### config.mk
export PLATFORM = sky130hd
export DESIGN_NAME = iss_cell
export DESIGN_NICKNAME = d
export VERILOG_FILES = /design/src/hdl/iss_pkg.sv /design/src/hdl/iss_cell.sv
export SDC_FILE = /design/constraint.sdc
export NUM_CORES = 1
export LEC_CHECK = 0
export BUFFER_PORTS_ARGS = -buffer_cell sky130_fd_sc_hd__buf_2
export CAP_MARGIN = 20
export CORE_MARGIN = 1
export CORE_UTILIZATION = 25
export DETAILED_ROUTE_END_ITERATION = 8
export PLACE_DENSITY = 0.57
export SYNTH_ARGS = -nofsm -noshare
export SYNTH_HDL_FRONTEND = slang
export SYNTH_SLANG_ARGS = --single-unit
### constraint.sdc
create_clock -name clk -period 5.5 [get_ports clk]
set_input_delay 0.275 -clock clk [delete_from_list [all_inputs] [get_ports clk]]
set_output_delay 0.275 -clock clk [all_outputs]
set_load 0.02 [all_outputs]
### src/hdl/iss_pkg.sv
// iss_pkg: shared types and codes for the indexed sequence store
// no dependencies
package iss_pkg;

  // index arithmetic width, covers capacity up to 4096 plus pos+len sums
  localparam int IDX_W = 14;

  localparam logic [2:0] ACT_INSERT = 3'd0;
  localparam logic [2:0] ACT_APPEND = 3'd1;
  localparam logic [2:0] ACT_ERASE  = 3'd2;
  localparam logic [2:0] ACT_ERANGE = 3'd3;
  localparam logic [2:0] ACT_MOVE   = 3'd4;
  localparam logic [2:0] ACT_SET    = 3'd5;
  localparam logic [2:0] ACT_READ   = 3'd6;
  localparam logic [2:0] ACT_QUERY  = 3'd7;

  localparam logic [1:0] ST_OK    = 2'd0;
  localparam logic [1:0] ST_INDEX = 2'd1;
  localparam logic [1:0] ST_FULL  = 2'd2;
  localparam logic [1:0] ST_EMPTY = 2'd3;

  typedef enum logic [1:0] {
    S_IDLE,
    S_SHIFT,
    S_SCAN,
    S_DONE
  } state_t;

  // shift command broadcast to every cell
  typedef struct packed {
    logic             en;
    logic             dir_left;
    logic [IDX_W-1:0] lo;
    logic [IDX_W-1:0] hi;
  } shift_ctl_t;

endpackage

### src/hdl/iss_cell.sv
// iss_cell: one storage cell of the element chain
// depends on iss_pkg
module iss_cell #(
  parameter int INDEX       = 0,
  parameter int VALUE_WIDTH = 32
) (
  input  logic                    clk,
  input  iss_pkg::shift_ctl_t     ctl,
  input  logic [VALUE_WIDTH-1:0]  bus,
  input  logic [VALUE_WIDTH-1:0]  left_val,
  input  logic [VALUE_WIDTH-1:0]  right_val,
  output logic [VALUE_WIDTH-1:0]  val
);

  localparam logic [iss_pkg::IDX_W-1:0] MY_IDX = iss_pkg::IDX_W'(INDEX);

  logic [VALUE_WIDTH-1:0] val_r;
  logic [VALUE_WIDTH-1:0] val_nxt;
  logic                   in_rng;

  assign in_rng = (MY_IDX >= ctl.lo) && (MY_IDX < ctl.hi);

  always_comb begin
    val_nxt = val_r;
    if (ctl.en && in_rng) begin
      if (ctl.dir_left) begin
        val_nxt = (MY_IDX == ctl.hi - 1'b1) ? bus : right_val;
      end else begin
        val_nxt = (MY_IDX == ctl.lo) ? bus : left_val;
      end
    end
  end

  always_ff @(posedge clk) begin
    val_r <= val_nxt;
  end

  assign val = val_r;

endmodule

==> run metrics <==
Starting DRT DRC Count=just under 60; routed via count=approximately 1.8k; antenna cell count=0; Worst-Margin Slew=roughly 0.74 ns; most frequent cells in the layout=158 x buf_2, 32 x a221o_1, 32 x edfxtp_1; class of the worst hold path=in2reg; Worst Path Max Fanout=32; core area=between 0.006 and 0.007 mm2; Remaining Overflow, GRT=0; commonest non-fill, non-tap cell in the layout=buf_2; crit path DAT=roughly 2.1 ns; fmax=around 0.48 GHz; CTS sink cnt=32; initial antenna violation count=0; total global-route track usage=between 15 and 20%; CP startpoint=ctl[7]; vias in the first global route=around 1.8k; CTS Buf Count=5; routability cong.=approximately 0.75; slowest cell delay on critical path=~0.65 ns; post-route minimum period=approximately 2.1 ns; Max VDD drop=roughly 0.00010 V; DIE AREA=about 0.0072 mm2; startpoint types=primary input; Hold Path Depth=2; setup TNS after final layout=0 ns; run status=finished, violations left; Site Rows=29; CP top delay family=simple AND/OR/NAND/NOR gates; I/O pins=159; worst relative slew slack=between 50% and 60%; post-route ant nets=0; Avg WL per Cell=~16 um; Post-CTS Resized=0; RSZ-0062 raised after global routing=false; number of flip-flops in the largest register=32; WHS Endpoint=val[1]$_DFFE_PP_; endpoints failing setup=0; Mapped Area=0.001707 mm2; global-route wire length before repair=8749 um; failing checks=DRC; DRC viols=8; sequential area share after synthesis=56.30%; PD cells=215.6 mW/mm2; max-cap viol count=0; Root Buffer=clkbuf_8; drt pass-1 iters=6; CTS tree=built; #FFs+latches synth=32; die span in x=84.62 um; worst path required time=between 5 and 6 ns; Tcrit/Tclk final=between 30% and 40%; Syn Inst Count=~130; largest net degree at the start of global routing=36; Crit-path slowest cell=nand4_2; H-tree depth=2; synthesized area per cell=13.54 um2; deepest clock path buffer count=2; Vert. Die Dim=around 85 um; Fin. Hold Viols=0; hold buffers post-CTS=0; layout overhead on the synthesized area=55.50%; Routed WL=slightly below 6000 um; buffers plus inverters on the worst setup path=1; initial core utilization=roughly a quarter; Yosys Warn Count=0; kind of critical path=in2reg; Synth cell types=17; share of layout cells above drive strength 1=61.48%; drt via density=slightly below 5; Worst-path clk slew=about 0.070 ns; IO Port Bufs=between 150 and 200; final hold slack=~0.29 ns; CP cell instances=buf_2 > nor3_1 > nand4_2 > and3_2 > a221o_1; Lkg Pwr=1.268 nW; final max-slew violation count=0; fin nets=between 400 and 500; Critical Path End Type=flip-flop; Setup Fix Bufs, Post-CTS=0; total chip power=between 500 and 600 uW; Hold Path Origin=bus[1]; Detailed Place HPWL=about 4400 um; syn_nets=253
[logic make-up after synthesis]
| kind of cell | Yosys count | synth area share [%] |
|---|---|---|
| AOI/OAI and AO/OA | 33 | 19.28 |
| DFF | 32 | 56.30 |
| buffers and inverters | 12 | 4.178 |
| and+or+nand+nor | 49 | 20.24 |
[cell usage after synthesis (all sizes together)]
master  number  area, um2
nor2         2      7.510
edfxtp      32      960.9
clkbuf       6      22.52
o21ai        1      8.760
nor4bb       1      10.01
nor3b        1      7.510
nor4         5      61.31
a221o       32      320.3
nand4        4      31.28
buf          6      48.79
and3        33      209.0
nor3         2      10.01
and4         1      8.760
[per-stage QoR]
| stage | cells | area (um2) | util [%] | worst slack [ns] |
|---|---|---|---|---|
| detailed placement | 352 | 2547 | 39.44 | 3.100 |
| global placement | 352 | 2547 | 39.44 | 3.160 |
| global route | 360 | 2654 | 41.09 | 3.250 |
| finish | 360 | 2654 | 41.09 | 3.395 |
| floorplan | 126 | 1707 | - | 3.459 |
| CTS | 360 | 2654 | 41.09 | 3.401 |
[layer usage]
layer / vias up / share of wire, % / global-route usage, % / wire length, um
met5: - / 0 / 0 / 0
met4: 0 / 1.0 / 4.160 / 59
met3: 5 / 6.3 / 3.343 / 366
met2: 84 / 53 / 29.71 / 3078
met1: 816 / 39 / 18.18 / 2274
li1: 866 / - / - / -
[power by group]
group | total (mW) | switching (mW) | internal, mW
clock network | 0.218 | 0.0864 | 0.132
registers | 0.270 | 0.00000283 | 0.270
logic | 0.0838 | 0.0315 | 0.0524
total | 0.572 | 0.118 | 0.454
[worst max path at each step]
stage                        end  depth (start not counted)  slack (ns)
2_1_floorplan   val[0]$_DFFE_PP_                          3        3.46
3_3_place_gp   val[31]$_DFFE_PP_                          5        3.16
3_5_place_dp    val[0]$_DFFE_PP_                          5        3.10
4_1_cts         val[0]$_DFFE_PP_                          5        3.40
5_1_grt         val[0]$_DFFE_PP_                          5        3.25
6_report        val[0]$_DFFE_PP_                          5        3.40
[layout make-up]
type                            instances  area, um2
Tap cell                               77      96.34
Sequential cell                        32      960.9
Multi-Input combinational cell         82      676.9
Clock inverter                          3      37.54
Fill cell                             663       3805
Clock buffer                            5      68.82
Timing Repair Buffer                  161      813.3
No activity file was read; power rests on OpenSTA's default activity.
